$ cat config.mk
export PLATFORM = sky130hd
export DESIGN_NAME = hse_ram
export DESIGN_NICKNAME = d
export VERILOG_FILES = /design/src/rtl/core/hse_pkg.sv /design/src/rtl/core/hse_ram.sv
export SDC_FILE = /design/constraint.sdc
export NUM_CORES = 2
export LEC_CHECK = 0
export ABC_AREA = 1
export BUFFER_PORTS_ARGS = -buffer_cell sky130_fd_sc_hd__buf_2
export CORE_MARGIN = 4
export CORE_UTILIZATION = 40
export CTS_BUF_LIST = sky130_fd_sc_hd__clkbuf_8
export CTS_CLUSTER_DIAMETER = 30
export DETAILED_ROUTE_END_ITERATION = 7
export HOLD_SLACK_MARGIN = 0.08
export PLACE_DENSITY = 0.5
export REMOVE_ABC_BUFFERS = 1
export SYNTH_ARGS = -nofsm -noshare
export SYNTH_HDL_FRONTEND = slang
export SYNTH_SLANG_ARGS = --single-unit
$ cat constraint.sdc
create_clock -name clk_i -period 1.84 [get_ports clk_i]
set_input_delay 0.368 -clock clk_i [delete_from_list [all_inputs] [get_ports clk_i]]
set_output_delay 0.368 -clock clk_i [all_outputs]
set_load 0.02 [all_outputs]
$ cat src/rtl/core/hse_pkg.sv
// shared types, constants and codes of the histogram statistics equalizer
`timescale 1ns / 1ps
`default_nettype none

package hse_pkg;

  localparam int unsigned MaxPixels = 4194304;
  localparam int Bins  = 256;
  localparam int AddrW = 8;
  localparam int PixW  = 8;
  localparam int CntW  = 23;
  localparam int SumW  = 31;
  localparam int SqW   = 39;
  localparam int ProdW = 62;
  localparam int NnW   = 45;
  localparam int VarW  = 31;
  localparam int WideW = 64;
  localparam int LowW  = 32;
  localparam int IterW = 5;

  localparam logic [IterW-1:0] ItersMap  = 5'd8;
  localparam logic [IterW-1:0] ItersMean = 5'd16;
  localparam logic [IterW-1:0] ItersVar  = 5'd31;
  localparam logic [IterW-1:0] ItersSqrt = 5'd16;
  localparam logic [IterW-1:0] ItersMulN = 5'd23;
  localparam logic [IterW-1:0] ItersMulS = 5'd31;

  typedef enum logic [1:0] {
    ActClear  = 2'd0,
    ActAdd    = 2'd1,
    ActFinish = 2'd2,
    ActMap    = 2'd3
  } action_e;

  localparam logic KindStats = 1'b0;
  localparam logic KindPixel = 1'b1;

  localparam logic [1:0] ClsLow  = 2'd0;
  localparam logic [1:0] ClsMid  = 2'd1;
  localparam logic [1:0] ClsHigh = 2'd2;

  localparam logic [1:0] RegDark      = 2'd0;
  localparam logic [1:0] RegLight     = 2'd1;
  localparam logic [1:0] RegLowContr  = 2'd2;
  localparam logic [1:0] RegHighContr = 2'd3;

  localparam logic [7:0] DarkReset      = 8'd85;
  localparam logic [7:0] LightReset     = 8'd170;
  localparam logic [7:0] LowContrReset  = 8'd30;
  localparam logic [7:0] HighContrReset = 8'd70;

  typedef enum logic [1:0] {
    OpDiv  = 2'd0,
    OpSqrt = 2'd1,
    OpMul  = 2'd2
  } arith_op_e;

  typedef struct packed {
    logic             start;
    arith_op_e        op;
    logic [IterW-1:0] iters;
    logic [WideW-1:0] a;
    logic [WideW-1:0] b;
    logic [LowW-1:0]  l;
  } arith_req_t;

  typedef struct packed {
    logic             busy;
    logic             done;
    logic [WideW-1:0] acc;
    logic [LowW-1:0]  quo;
  } arith_rsp_t;

  typedef struct packed {
    logic [4:0]      pad;
    logic            empty_frame;
    logic            overflowed;
    logic [CntW-1:0] frame_pixels;
    logic [1:0]      contrast_class;
    logic [1:0]      brightness_class;
    logic [CntW-1:0] peak_count;
    logic [14:0]     deviation_fixed;
    logic [15:0]     mean_fixed;
    logic [PixW-1:0] mapped_pixel;
  } out_data_t;

endpackage

`default_nettype wire

$ cat src/rtl/core/hse_ram.sv
// 256-entry ram with per-entry valid bits, unwritten entries read as zero
`timescale 1ns / 1ps
`default_nettype none

module hse_ram #(
  parameter int Width = 8
) (
  input  wire logic                      clk_i,
  input  wire logic                      rst_ni,
  input  wire logic                      clr_i,
  input  wire logic                      rd_en_i,
  input  wire logic [hse_pkg::AddrW-1:0] rd_addr_i,
  output logic [Width-1:0]               rd_data_o,
  input  wire logic                      wr_en_i,
  input  wire logic [hse_pkg::AddrW-1:0] wr_addr_i,
  input  wire logic [Width-1:0]          wr_data_i
);
  import hse_pkg::*;

  logic [Width-1:0] mem_q [Bins];
  logic [Bins-1:0]  vld_q;
  logic [Width-1:0] rd_q;
  logic             rd_vld_q;

  always_ff @(posedge clk_i) begin
    if (wr_en_i) begin
      mem_q[wr_addr_i] <= wr_data_i;
    end
    if (rd_en_i) begin
      rd_q <= mem_q[rd_addr_i];
    end
  end

  always_ff @(posedge clk_i or negedge rst_ni) begin
    if (!rst_ni) begin
      vld_q    <= '0;
      rd_vld_q <= 1'b0;
    end else begin
      if (clr_i) begin
        vld_q <= '0;
      end else if (wr_en_i) begin
        vld_q[wr_addr_i] <= 1'b1;
      end
      if (rd_en_i) begin
        rd_vld_q <= vld_q[rd_addr_i];
      end
    end
  end

  assign rd_data_o = rd_vld_q ? rd_q : '0;

endmodule

`default_nettype wire

* Yosys cells after proc, flatten, opt, wreduce, memory -nomap -nowiden
Memory sizes are Yosys's and may differ from the RTL's. A register that Yosys moved wholly into a read port is not among the register bits.
Cells that the tools add are included.
** Cells by class
- Bitwise gates (word level) :: 1
- Reduce and logical (&&, ||, !) cells :: 2
- $lt $le $gt $ge :: 3
- Multiplexer cells :: 9
** Operators with widths (count)
- $mux W256 :: 2
- $or A256 B256 Y256 :: 1
- $lt A8 B9 Y1 const B :: 2
- $bmux W1 S8 :: 1
- $demux W1 S8 :: 1
- $ge A8 B1 Y1 const B :: 1
- $mux W8 :: 1
- $mux W1 :: 4
- $reduce_bool A2 Y1 :: 1
- $logic_and A1 B1 Y1 :: 1
** Word-level totals
- Input bits :: 29
- Memories kept :: 1
- Output and inout port bits :: 8
- RAM bits :: 2048
- Logic and storage cells :: 18
- Register bits after elaboration :: 257
** Memories
- mem_q :: words 256, width 8, rd ports 1, clocked after Yosys merged registers in 1, write ports 1, RTL line hse_ram.sv:20 : logic [Width-1:0] mem_q [Bins];

* Logic depth before layout (Yosys ltp)
- Depth in word-level cells :: 7
- Mapped depth :: 16
- Gate-level depth less buffers :: 11

* Worst setup path before layout
OpenSTA, ideal clock, no wires.
- Path type :: input -> register
- From :: input port wr_en_i
- To :: memory mem_q[189][0] (enable)
- Cell stages on the path :: 6
- Arrival :: 1.554 ns
- Library setup time :: 0.374 ns
- Buffers on the path :: 2
- Required time :: 1.466 ns
- Path slack :: -0.087 ns
- Cell sequence :: clkinv_1 > clkbuf_1 > nor2_1 > inv_1 > clkbuf_1 > nor2_1
** Between the ends
- Word-level cells in the longest chain between the ends :: 2
** RTL lines
- start, declared :: RTL line hse_ram.sv:14 : input wire logic wr_en_i,
- $mux W1 :: RTL line hse_ram.sv:26 : if (wr_en_i) begin
- $mux W1 (not written as such) :: RTL line hse_ram.sv:27 : mem_q[wr_addr_i] <= wr_data_i;
- end, declared :: RTL line hse_ram.sv:20
Every way passes these cells.

* Worst setup path after layout
- From :: register rd_vld_q
- To :: output port rd_data_o[2]
** Between the ends
- Word-level cells in the longest chain between the ends :: 1
** RTL lines
- start, declared :: RTL line hse_ram.sv:23 : logic rd_vld_q;
- start signal, assigned :: RTL line hse_ram.sv:45 : rd_vld_q <= vld_q[rd_addr_i];
- $mux W8 :: RTL line hse_ram.sv:50 : assign rd_data_o = rd_vld_q ? rd_q : '0;
- end, declared :: RTL line hse_ram.sv:13 : output logic [Width-1:0] rd_data_o,
Every way passes these cells.

==> out/metrics.cfg <==
[grt]
grt_pass1_wl_um = 444800
grt_max_degree = 89
antenna_found_initial = 16
grt_pass1_vias = 66480
globalRouteOverflowTotal = 0
track_usage_pct = 24.49

[sta]
period_share_pct = 123.7
tightest_slew_ns = 0.6211
fin_ws_ns = -0.4357
min_period_ns = 2.276
slew_headroom_pct = 58.34
hold_viol = 0
worst_clock_skew_ns = 0.05728
rsz0062_at_grt = yes
fmax_ghz = 0.4394
slew_viol_final = 0
setup_viol = 9

[min_path]
whs_path_depth = 2
hold_end = mem_q[100][1]
hp-class = in -> reg
hold_start = wr_data_i[1]

[layout]
final_nets = 8997
final_common_cell = edfxtp_1
post-route-util_pct = 50.30
drive_gt1_share_pct = 20.55
final_cells = 12540
layout_common_cells = edfxtp_1, nor2_1, nand2_1, nand3_1, buf_4
syn_to_final_growth_pct = 24.97
finalInstanceArea_um2 = 117100

[outcome]
violations = setup timing
status = finished with violations

[placement]
gp_congestion = 0.8554
dp_slack_ns = -1.072
dpl.cell_count = 11550
placed_area_um2 = 104400
hpwl_um = 187000
io_buffers = 36

[die]
die_w_um = 492.0
die_h_um = 492.0
ioPinCount = 37
die-area_um2 = 242000
core_area_um2 = 232800
initial_utilization_pct = 40.25
rows = 177

[synth]
yosysSeqAreaShare_pct = 72.77
yosys_most_used_dff = edfxtp_1
synth_cell_type_count = 22
syn_area_per_cell_um2 = 11.62
async_flop_share_pct = 11.11
syn_inst = 8062
synth_area_um2 = 93680
yosys-top-cells-area = edfxtp_1, dfrtp_1, nand3_1, nor2_1, nand2_1
yosys.area.top_type = edfxtp_1
synth_top_cell_area_share_pct = 65.90
yosys_register_bits = 2313
synth_warnings = 0
synth_edf_count = 2056

[clock_tree]
path_clk_slew_ns = 0.05
cts-root-buf = clkbuf_8
cts-htree-levels = 6
numCtsBuffers = 535
clkLatencyLatePin_ns = 1.06
cts_tree = yes
cts_buffer_depth = 4
cts.sinks = 2313

[critical_path]
crit_arrival_ns = 1.91
cp-start-kind = register
reg2reg_to = rd_vld_q
r2r-start = vld_q[114]
critPathKind = reg -> out
reg2reg_depth = 11
required_ns = 1.47
reg2reg_slack_ns = 0
end_kind = output port
critPathMaxFanout = 5

[route]
routedWlPerCell_um = 24.05
drc = 0
vias = 67050
drtIter0Drc = 6705
drtPass1Iterations = 6
dr_wl_met3_um = 20210
dr_wl_met2_um = 142800
met1_length_um = 129800
routed_wl_um = 301500
vias_per_cell = 5.349
highest_layer = met5
ant_nets = 0

[power_and_ir_drop]
ir_worst_vdd_uv = 621.2
cellPowerDensity_nw_per_um2 = 1079
leakage_uw = 0.04308
power_uw = 126400

[job]
drv_cap = 0

[logic make-up after synthesis]
kind of cell | share of synthesized area, %
simple gates | 17.39
flops | 72.77
buf+inv | 3.340
compound gates | 6.507
[stage by stage]
step                TNS, ns  hold WS [ns]
floorplan            -68.08       0.07241
global placement    -369.58        0.3077
detailed placement  -394.09        0.3103
CTS                  -4.024        0.1366
global route         -4.304        0.1301
finish               -3.387        0.1970
[report_power, final]
group / total (uW) / internal, uW / switching (uW)
sequential: 57500 / 57400 / 67.3
clock: 60300 / 36200 / 24100
combinational: 8620 / 2760 / 5850
total: 126000 / 96400 / 30000
[layout make-up]
type	count	area, um2
clock buffer	586	8065
sequential	2313	68170
fill	20660	115700
clock inverter	374	3029
multi-input combinational	5069	23650
timing repair buffer	935	9739
inverter	114	475.5
tap	3132	3919
antenna	12	30.03
[registers in the layout (all words and copies together), names as in the netlist]
register	cells
rd_vld_q	1
rd_q	8
mem_q	2048
vld_q	256
[layer usage]
metal  GRT usage [%]  up-vias
met1           33.84    33400
met4           7.643        2
li1                -    30660
met3           4.394      503
met2           39.51     2486
met5               0        -
[synthesized netlist by cell type (20+ instances only)]
cell,count
edfxtp_1,2056
nor2_1,1517
nand2_1,1241
nand3_1,1183
o21ai_0,714
o22ai_1,352
dfrtp_1,257
clkbuf_1,238
buf_2,194
inv_1,105
buf_1,67
buf_4,45
a21oi_1,32
o21ai_1,22
buf_6,20
[what timing repair did]
item / CTS / global route
hold endpoints to repair: 2550 / 0
hold buffers: 16 / 0
cloned: 0 / 0
buffers inserted: 2 / 0
gates resized for setup: 155 / 260
endpoints found under the setup margin: 17 / 17
pin swaps: 21 / 51
[critical path, stage by stage (launching register included)]
cell,delay [ns]
dfrtp_2,0.44
buf_12,0.17
nand2_8,0.09
inv_2,0.04
buf_6,0.12
[worst max path at each step]
stage | startpoint | to | slack [ns]
2_1_floorplan | rd_addr_i[0] | rd_q[1] | -4.56
3_3_place_gp | rd_addr_i[0] | rd_q[0] | -1.07
3_5_place_dp | rd_addr_i[0] | rd_q[0] | -1.07
5_1_grt | rd_vld_q | rd_data_o[2] | -0.54
4_1_cts | rd_vld_q | rd_data_o[2] | -0.52
6_report | rd_vld_q | rd_data_o[2] | -0.44
(Power assumes the default switching activity.)
