File: src/rtl/core/hse_pkg.sv
// shared types, constants and codes of the histogram statistics equalizer
`timescale 1ns / 1ps
`default_nettype none

package hse_pkg;

  localparam int unsigned MaxPixels = 4194304;
  localparam int Bins  = 256;
  localparam int AddrW = 8;
  localparam int PixW  = 8;
  localparam int CntW  = 23;
  localparam int SumW  = 31;
  localparam int SqW   = 39;
  localparam int ProdW = 62;
  localparam int NnW   = 45;
  localparam int VarW  = 31;
  localparam int WideW = 64;
  localparam int LowW  = 32;
  localparam int IterW = 5;

  localparam logic [IterW-1:0] ItersMap  = 5'd8;
  localparam logic [IterW-1:0] ItersMean = 5'd16;
  localparam logic [IterW-1:0] ItersVar  = 5'd31;
  localparam logic [IterW-1:0] ItersSqrt = 5'd16;
  localparam logic [IterW-1:0] ItersMulN = 5'd23;
  localparam logic [IterW-1:0] ItersMulS = 5'd31;

  typedef enum logic [1:0] {
    ActClear  = 2'd0,
    ActAdd    = 2'd1,
    ActFinish = 2'd2,
    ActMap    = 2'd3
  } action_e;

  localparam logic KindStats = 1'b0;
  localparam logic KindPixel = 1'b1;

  localparam logic [1:0] ClsLow  = 2'd0;
  localparam logic [1:0] ClsMid  = 2'd1;
  localparam logic [1:0] ClsHigh = 2'd2;

  localparam logic [1:0] RegDark      = 2'd0;
  localparam logic [1:0] RegLight     = 2'd1;
  localparam logic [1:0] RegLowContr  = 2'd2;
  localparam logic [1:0] RegHighContr = 2'd3;

  localparam logic [7:0] DarkReset      = 8'd85;
  localparam logic [7:0] LightReset     = 8'd170;
  localparam logic [7:0] LowContrReset  = 8'd30;
  localparam logic [7:0] HighContrReset = 8'd70;

  typedef enum logic [1:0] {
    OpDiv  = 2'd0,
    OpSqrt = 2'd1,
    OpMul  = 2'd2
  } arith_op_e;

  typedef struct packed {
    logic             start;
    arith_op_e        op;
    logic [IterW-1:0] iters;
    logic [WideW-1:0] a;
    logic [WideW-1:0] b;
    logic [LowW-1:0]  l;
  } arith_req_t;

  typedef struct packed {
    logic             busy;
    logic             done;
    logic [WideW-1:0] acc;
    logic [LowW-1:0]  quo;
  } arith_rsp_t;

  typedef struct packed {
    logic [4:0]      pad;
    logic            empty_frame;
    logic            overflowed;
    logic [CntW-1:0] frame_pixels;
    logic [1:0]      contrast_class;
    logic [1:0]      brightness_class;
    logic [CntW-1:0] peak_count;
    logic [14:0]     deviation_fixed;
    logic [15:0]     mean_fixed;
    logic [PixW-1:0] mapped_pixel;
  } out_data_t;

endpackage

`default_nettype wire

File: src/rtl/core/hse_arith.sv
// shared add/subtract unit stepping division, square root and multiplication
`timescale 1ns / 1ps
`default_nettype none

module hse_arith (
  input  wire logic               clk_i,
  input  wire logic               rst_ni,
  input  wire hse_pkg::arith_req_t req_i,
  output hse_pkg::arith_rsp_t      rsp_o
);
  import hse_pkg::*;

  logic             busy_q, done_q;
  arith_op_e        op_q;
  logic [IterW-1:0] cnt_q;
  logic [WideW-1:0] acc_q, b_q;
  logic [LowW-1:0]  l_q, quo_q;

  logic [WideW-1:0] opa, opb;
  logic             sub;
  logic [WideW:0]   sum;
  logic             ge;

  always_comb begin
    unique case (op_q)
      OpDiv: begin
        opa = {acc_q[WideW-2:0], l_q[LowW-1]};
        opb = b_q;
        sub = 1'b1;
      end
      OpSqrt: begin
        opa = {acc_q[WideW-3:0], l_q[LowW-1:LowW-2]};
        opb = {{(WideW-LowW-2){1'b0}}, quo_q, 2'b01};
        sub = 1'b1;
      end
      OpMul: begin
        opa = acc_q;
        opb = l_q[0] ? b_q : '0;
        sub = 1'b0;
      end
      default: begin
        opa = acc_q;
        opb = '0;
        sub = 1'b0;
      end
    endcase
    sum = {1'b0, opa} + {1'b0, (sub ? ~opb : opb)} + {{WideW{1'b0}}, sub};
    ge  = sum[WideW];
  end

  always_ff @(posedge clk_i or negedge rst_ni) begin
    if (!rst_ni) begin
      busy_q <= 1'b0;
      done_q <= 1'b0;
      op_q   <= OpDiv;
      cnt_q  <= '0;
      acc_q  <= '0;
      b_q    <= '0;
      l_q    <= '0;
      quo_q  <= '0;
    end else begin
      done_q <= busy_q && (cnt_q == IterW'(1));
      if (req_i.start && !busy_q) begin
        busy_q <= 1'b1;
        op_q   <= req_i.op;
        cnt_q  <= req_i.iters;
        acc_q  <= req_i.a;
        b_q    <= req_i.b;
        l_q    <= req_i.l;
        quo_q  <= '0;
      end else if (busy_q) begin
        unique case (op_q)
          OpDiv: begin
            acc_q <= ge ? sum[WideW-1:0] : opa;
            quo_q <= {quo_q[LowW-2:0], ge};
            l_q   <= {l_q[LowW-2:0], 1'b0};
          end
          OpSqrt: begin
            acc_q <= ge ? sum[WideW-1:0] : opa;
            quo_q <= {quo_q[LowW-2:0], ge};
            l_q   <= {l_q[LowW-3:0], 2'b00};
          end
          OpMul: begin
            acc_q <= sum[WideW-1:0];
            b_q   <= {b_q[WideW-2:0], 1'b0};
            l_q   <= {1'b0, l_q[LowW-1:1]};
          end
          default: begin
            acc_q <= acc_q;
          end
        endcase
        cnt_q <= cnt_q - 1'b1;
        if (cnt_q == IterW'(1)) begin
          busy_q <= 1'b0;
        end
      end
    end
  end

  assign rsp_o.busy = busy_q;
  assign rsp_o.done = done_q;
  assign rsp_o.acc  = acc_q;
  assign rsp_o.quo  = quo_q;

endmodule

`default_nettype wire

File: config.mk
export PLATFORM = sky130hd
export DESIGN_NAME = hse_arith
export DESIGN_NICKNAME = d
export VERILOG_FILES = /design/src/rtl/core/hse_pkg.sv /design/src/rtl/core/hse_arith.sv
export SDC_FILE = /design/constraint.sdc
export NUM_CORES = 1
export LEC_CHECK = 0
export ABC_AREA = 1
export BUFFER_PORTS_ARGS = -buffer_cell sky130_fd_sc_hd__buf_2
export CAP_MARGIN = 40
export CELL_PAD_IN_SITES_DETAIL_PLACEMENT = 1
export CELL_PAD_IN_SITES_GLOBAL_PLACEMENT = 2
export CORE_MARGIN = 1.5
export CORE_UTILIZATION = 35
export CTS_BUF_LIST = sky130_fd_sc_hd__clkbuf_8
export DETAILED_ROUTE_END_ITERATION = 16
export PLACE_DENSITY_LB_ADDON = 0.1
export RECOVER_POWER = 100
export REMOVE_ABC_BUFFERS = 1
export SYNTH_ARGS = -nofsm -noshare
export SYNTH_HDL_FRONTEND = slang
export SYNTH_SLANG_ARGS = --single-unit
File: constraint.sdc
create_clock -name clk_i -period 11.22 [get_ports clk_i]
set_input_delay 1.122 -clock clk_i [delete_from_list [all_inputs] [get_ports clk_i]]
set_output_delay 1.122 -clock clk_i [all_outputs]
set_load 0.05 [all_outputs]
After elaboration in Yosys (flattened, before gate mapping)
Index checks and enable logic that the tools add are counted.
{"block": "word_totals", "memories": 0, "ff_bits": 201, "latchBits": 0, "elab_cells": 52, "rom_bits": 0, "ramBits": 0}
{"block": "op_classes", "eq_ne": 3, "shift": 0, "bitwise_logic": 1, "add_sub_neg": 3, "order_cmp": 0, "n_mul": 0, "n_mux": 23, "n_reduce_logical": 14, "n_div": 0}
{"operator": "2-to-1 mux 64 bit", "count": 8}
{"operator": "case mux 64 bit (2 select lines)", "count": 2}
{"operator": "case mux 64 bit (3 select lines)", "count": 1}
{"operator": "2-to-1 mux 32 bit", "count": 5}
{"operator": "case mux 32 bit (3 select lines)", "count": 1}
{"operator": "adder 64 x 64 -> 65 bit", "count": 1}
{"operator": "adder 65 x 1 -> 65 bit", "count": 1}
{"operator": "inverter 64 bit", "count": 1}
{"operator": "2-to-1 mux 5 bit", "count": 2}
{"operator": "AND reduction 2 bit", "count": 4}
{"operator": "nonzero test 2 bit", "count": 3}
{"operator": "equality test 5 x 1 -> 1 bit (second input constant)", "count": 1}
{"operator": "subtractor 5 x 1 -> 5 bit (second input constant)", "count": 1}
{"operator": "2-to-1 mux 1 bit", "count": 4}
{"operator": "nonzero test 4 bit", "count": 1}
{"operator": "nonzero test 3 bit", "count": 1}
{"operator": "equality test 2 x 1 -> 1 bit (second input constant)", "count": 1}
{"operator": "equality test 2 bit (second input constant)", "count": 1}
{"operator": "logical AND 1 bit", "count": 2}
{"operator": "logical NOT 2 bit", "count": 1}
{"operator": "OR reduction 2 bit", "count": 1}
{"operator": "logical NOT 1 bit", "count": 1}

Depth between registers and ports, before layout
{"block": "depth", "depth_word": 10, "depth_mapped": 27}

Least setup slack after synthesis
No wires, ideal clock.
{"block": "synth_timing", "path_kind": "register to register", "startpoint": "register op_q[0]", "endpoint": "register acc_q[0]", "stages_incl_launch_ff": 27, "synth_period_minus_slack_ns": 3.823, "setup_slack_ns": 7.397, "arrival_ns": 3.703, "cell_sequence": "dfrtp_1 > inv_1 > ha_1 > buf_2 > nor2_4 > inv_1 > buf_1 > buf_1 > xor2_1 > ha_1 > nand2_2 > nor2_2 > inv_2 > nor3_4 > inv_2 > nor4_4 > nand2_1 > nand2_2 > nand3_2 > nand3_2 > buf_6 > buf_6 > nand3_1 > inv_1 > nor2_1 > o21ai_1 > nand2_1"}
{"block": "synth_via", "elab_chain_len": 10}
{"element": "from (decl)", "line_no": "hse_arith.sv:14", "text": "arith_op_e op_q;"}
{"element": "from (signal assigned)", "line_no": "hse_arith.sv:55", "text": "op_q <= OpDiv;"}
{"element": "from (signal assigned)", "line_no": "hse_arith.sv:65", "text": "op_q <= req_i.op;"}
{"element": "equality test 2 bit, or another cell as far along", "line_no": "hse_arith.sv:25, hse_arith.sv:72"}
{"element": "case mux 64 bit (3 select lines) or OR reduction 2 bit (tied branches)"}
{"element": "inverter 64 bit or 2-to-1 mux 1 bit (tied branches)", "line_no": "hse_arith.sv:47, hse_arith.sv:25"}
{"element": "2-to-1 mux 64 bit", "line_no": "hse_arith.sv:47", "text": "sum = {1'b0, opa} + {1'b0, (sub ? ~opb : opb)} + {{WideW{1'b0}}, sub};"}
{"element": "adder 64 x 64 -> 65 bit", "line_no": "hse_arith.sv:47"}
{"element": "adder 65 x 1 -> 65 bit", "line_no": "hse_arith.sv:47"}
{"element": "2-to-1 mux 64 bit", "line_no": "hse_arith.sv:74, hse_arith.sv:79"}
{"element": "case mux 64 bit (2 select lines)", "line_no": "hse_arith.sv:72", "text": "unique case (op_q)"}
{"element": "2-to-1 mux 64 bit", "line_no": "hse_arith.sv:71", "text": "end else if (busy_q) begin"}
{"element": "2-to-1 mux 64 bit", "line_no": "hse_arith.sv:63", "text": "if (req_i.start && !busy_q) begin"}
{"element": "to (signal assigned)", "line_no": "hse_arith.sv:67", "text": "acc_q <= req_i.a;"}
{"element": "to (signal assigned)", "line_no": "hse_arith.sv:74", "text": "acc_q <= ge ? sum[WideW-1:0] : opa;"}
{"element": "to (signal assigned)", "line_no": "hse_arith.sv:79", "text": "acc_q <= ge ? sum[WideW-1:0] : opa;"}
{"element": "to (decl)", "line_no": "hse_arith.sv:16", "text": "logic [WideW-1:0] acc_q, b_q;"}
Parallel ways exist; a longest one is shown, timed or not. The select of a mux whose other input is x is not followed.
A chain may end at the register's enable or synchronous reset.

Worst setup path after layout
{"block": "layout_timing", "startpoint": "register op_q[1]", "endpoint": "register acc_q[38]"}
Same word-level chain as after synthesis.

==> impl_metrics.json <==
{
  "drc": 0,
  "core_um2": 46900,
  "die_y_um": 221,
  "slowest_delay_ps": 2080,
  "cts_buffers": 39,
  "violations": "capacitance limit, slew limit",
  "worst_slack_ps": 3040,
  "gp_congestion": 0.926,
  "wl_mm": 72.3,
  "synth_xor_area_frac": 0.0530,
  "grt_pass1_wl_mm": 113,
  "drive_gt1_frac": 0.0950,
  "ant_nets": 0,
  "finalCriticalPeriod_ps": 8180,
  "ys_top_cells_by_area": "dfrtp_1 30%, nand2_1 12%, o21ai_0 8.5%, inv_1 6.9%, nor2_1 6.2%",
  "cts_tree": "done",
  "avgRoutedWirePerCell_um": 21.6,
  "hold_viol_final": 0,
  "worstPathArrival_ps": 8680,
  "synth_top_family_by_area": "compound AO/OA/AOI/OAI gates",
  "postCtsHoldBufs": 0,
  "cap_viol_max_count": 8,
  "synth.yosys.seq_area_share": 0.301,
  "relSlewSlack": -1.52,
  "vias": 18400,
  "antenna_found_initial": 3,
  "fin_worst_skew_ps": 28.2,
  "status": "finished, violations left",
  "clockRootBuffer": "clkbuf_8",
  "portBuffers": 267,
  "clk_pin_slew_ps": 60,
  "finalSetupViolCount": 0,
  "synthArstFlopShare": 1.00,
  "synth_compound_area_frac": 0.264,
  "ys_ff_latch": 201,
  "die_x_um": 221,
  "area_growth_pct": 14.6,
  "io_pins": 268,
  "period_share": 0.729,
  "drt_pass1_iterations": 5,
  "drt_iter0_drc": 1020,
  "cp_max_fo": 48,
  "synth_cell_type_count": 47,
  "postSynthAreaPerCell_um2": 6.65,
  "hp-class": "reg -> reg",
  "cp-end-kind": "register",
  "cp_data_required_time_ps": 11720,
  "ctsLongestPathBuffers": 3,
  "ys_warn_count": 0,
  "synth_edf_count": 0,
  "rsz0062_at_grt": "false",
  "die-area_um2": 49000,
  "cp_common_cell": "nand2_1",
  "synth_mux_area_frac": 0,
  "fin_nets": 2956,
  "cp-start-kind": "register",
  "h-tree-depth": 2,
  "rows": 79,
  "post-cts-setup-buffer-count": 0,
  "path_cells": "inv_1 -> ha_1 -> clkbuf_1 -> nor2_4 -> buf_4 -> clkbuf_1 -> a21oi_1 -> fa_1 -> nand3b_1 -> nand2_1 -> a21boi_1 -> o21ai_0 -> a21boi_0 -> o21ai_0 -> nand2_1 -> nand3_1 -> nand2_1 -> nand2_1 -> nand3_1 -> nand2_1 -> nand2_1",
  "yosysMostFrequentCell": "nand2_1",
  "ys_top_cells_by_count": "518 x nand2_1, 305 x inv_1, 282 x o21ai_0, 274 x nor2_1, 201 x dfrtp_1",
  "hpwl_mm": 55.8,
  "grt.total_usage": 0.292,
  "fin_setup_tns_ps": 0,
  "yosys.area.top_type_share": 0.301,
  "detailedPlace.worstSlack_ps": 5300,
  "clock_latency_ps": 600,
  "grt_pass1_vias": 19400,
  "drt-vias-per-instance": 5.49,
  "yosys.area.top_type": "dfrtp_1",
  "clock_sinks": 201,
  "synth_area_um2": 16700,
  "ctsResizeCount": 0,
  "synthAdderAreaFrac": 0.0536,
  "grt.overflow.total": 0,
  "initial_utilization": 0.356,
  "synth_ff_type": "dfrtp_1",
  "worst_pin_slew_ps": 3780,
  "path_class": "reg -> reg",
  "grt_max_degree": 103,
  "max_freq_mhz": 122,
  "slowest_stage": "clkbuf_1",
  "synthSimpleGateAreaFrac": 0.225,
  "maxSlewViolCount": 368,
  "netlist_instances": 2510
}
layout by cell type (no fill, tap or decap), types with 8 or more instances in the layout:
| cell type | count |
|---|---|
| a21o_1 | 18 |
| o21a_1 | 9 |
| a31oi_1 | 9 |
| clkbuf_1 | 108 |
| ha_1 | 69 |
| buf_2 | 167 |
| dfrtp_1 | 201 |
| o22ai_1 | 111 |
| xor2_1 | 93 |
| a22oi_1 | 15 |
| buf_4 | 17 |
| o211ai_1 | 25 |
| a21oi_1 | 188 |
| nor3_1 | 21 |
| nand3_1 | 95 |
| clkbuf_8 | 46 |
| o21ai_0 | 294 |
| nand2_1 | 518 |
| nor2_1 | 273 |
| o21bai_1 | 12 |
| xnor2_1 | 8 |
| inv_1 | 314 |
| o221ai_1 | 58 |
sequential cells by signal (all words and copies together) (netlist names):
name and cells:
busy_q 1, done_q 1, acc_q 64, b_q 64, cnt_q 5, quo_q 32, l_q 32, op_q 2
metal layers:
layer	track usage	wire length, um	vias to the layer above
li1	-	-	8853
met1	0.412	35000	9025
met2	0.463	32200	410
met3	0.0465	3480	84
met4	0.0789	1570	0
met5	0	0	-
cell families (layout without fill, tap and decap cells):
family	after synthesis	after routing
flip-flops	201	201
buffers and inverters	445	671
AND/OR/NAND/NOR	932	932
other	0	2
adder cells (fa/ha/maj)	71	71
AO/OA/AOI/OAI	760	760
XOR/XNOR	101	101
stage by stage:
| step | area (um^2) | cells | hold slack, ps | util |
|---|---|---|---|---|
| after CTS | 19300 | 3343 | 466 | 0.413 |
| after floorplan | 16100 | 2376 | 436 | - |
| after detailed placement | 18600 | 3281 | 490 | 0.398 |
| after global routing | 19100 | 3343 | 505 | 0.408 |
| final | 19100 | 3345 | 488 | 0.408 |
| after global placement | 18500 | 3273 | 474 | 0.394 |
layout make-up:
cell class,count,area (um^2)
clock inverter,16,75.1
timing repair buffer,298,1490
sequential,201,5030
clock buffer,46,633
tap,607,759
multi-input combinational,1864,9960
inverter,311,1170
antenna,2,5.00
fill,6205,27700
critical path, delay by kind of cell (launching register included):
| family | cells | cell delay, ps |
|---|---|---|
| flip-flops | 1 | 400 |
| AND/OR/NAND/NOR | 10 | 1250 |
| AO/OA/AOI/OAI | 5 | 2280 |
| adder cells (fa/ha/maj) | 2 | 930 |
| buffers and inverters | 4 | 3100 |
path summary, 6_finish.rpt:
kind / cells past startpoint / start / slack, ps / end
hold / removal: 1 / cnt_q[4]$_DFFE_PN0P_ / 490 / done_q$_DFF_PN0_
max in group asynchronous: 3 / rst_ni / 4180 / b_q[52]$_DFFE_PN0P_
min in group asynchronous: 1 / rst_ni / 1830 / b_q[17]$_DFFE_PN0P_
hold reg to reg: 1 / cnt_q[4]$_DFFE_PN0P_ / 490 / done_q$_DFF_PN0_
setup reg to reg: 21 / op_q[1]$_DFFE_PN0P_ / 3040 / acc_q[38]$_DFFE_PN0P_
setup / recovery: 21 / op_q[1]$_DFFE_PN0P_ / 3040 / acc_q[38]$_DFFE_PN0P_
Power is left out: the tool's default activity adds up to more than one toggle a clock period on the data nets, which glitch-free logic cannot reach.
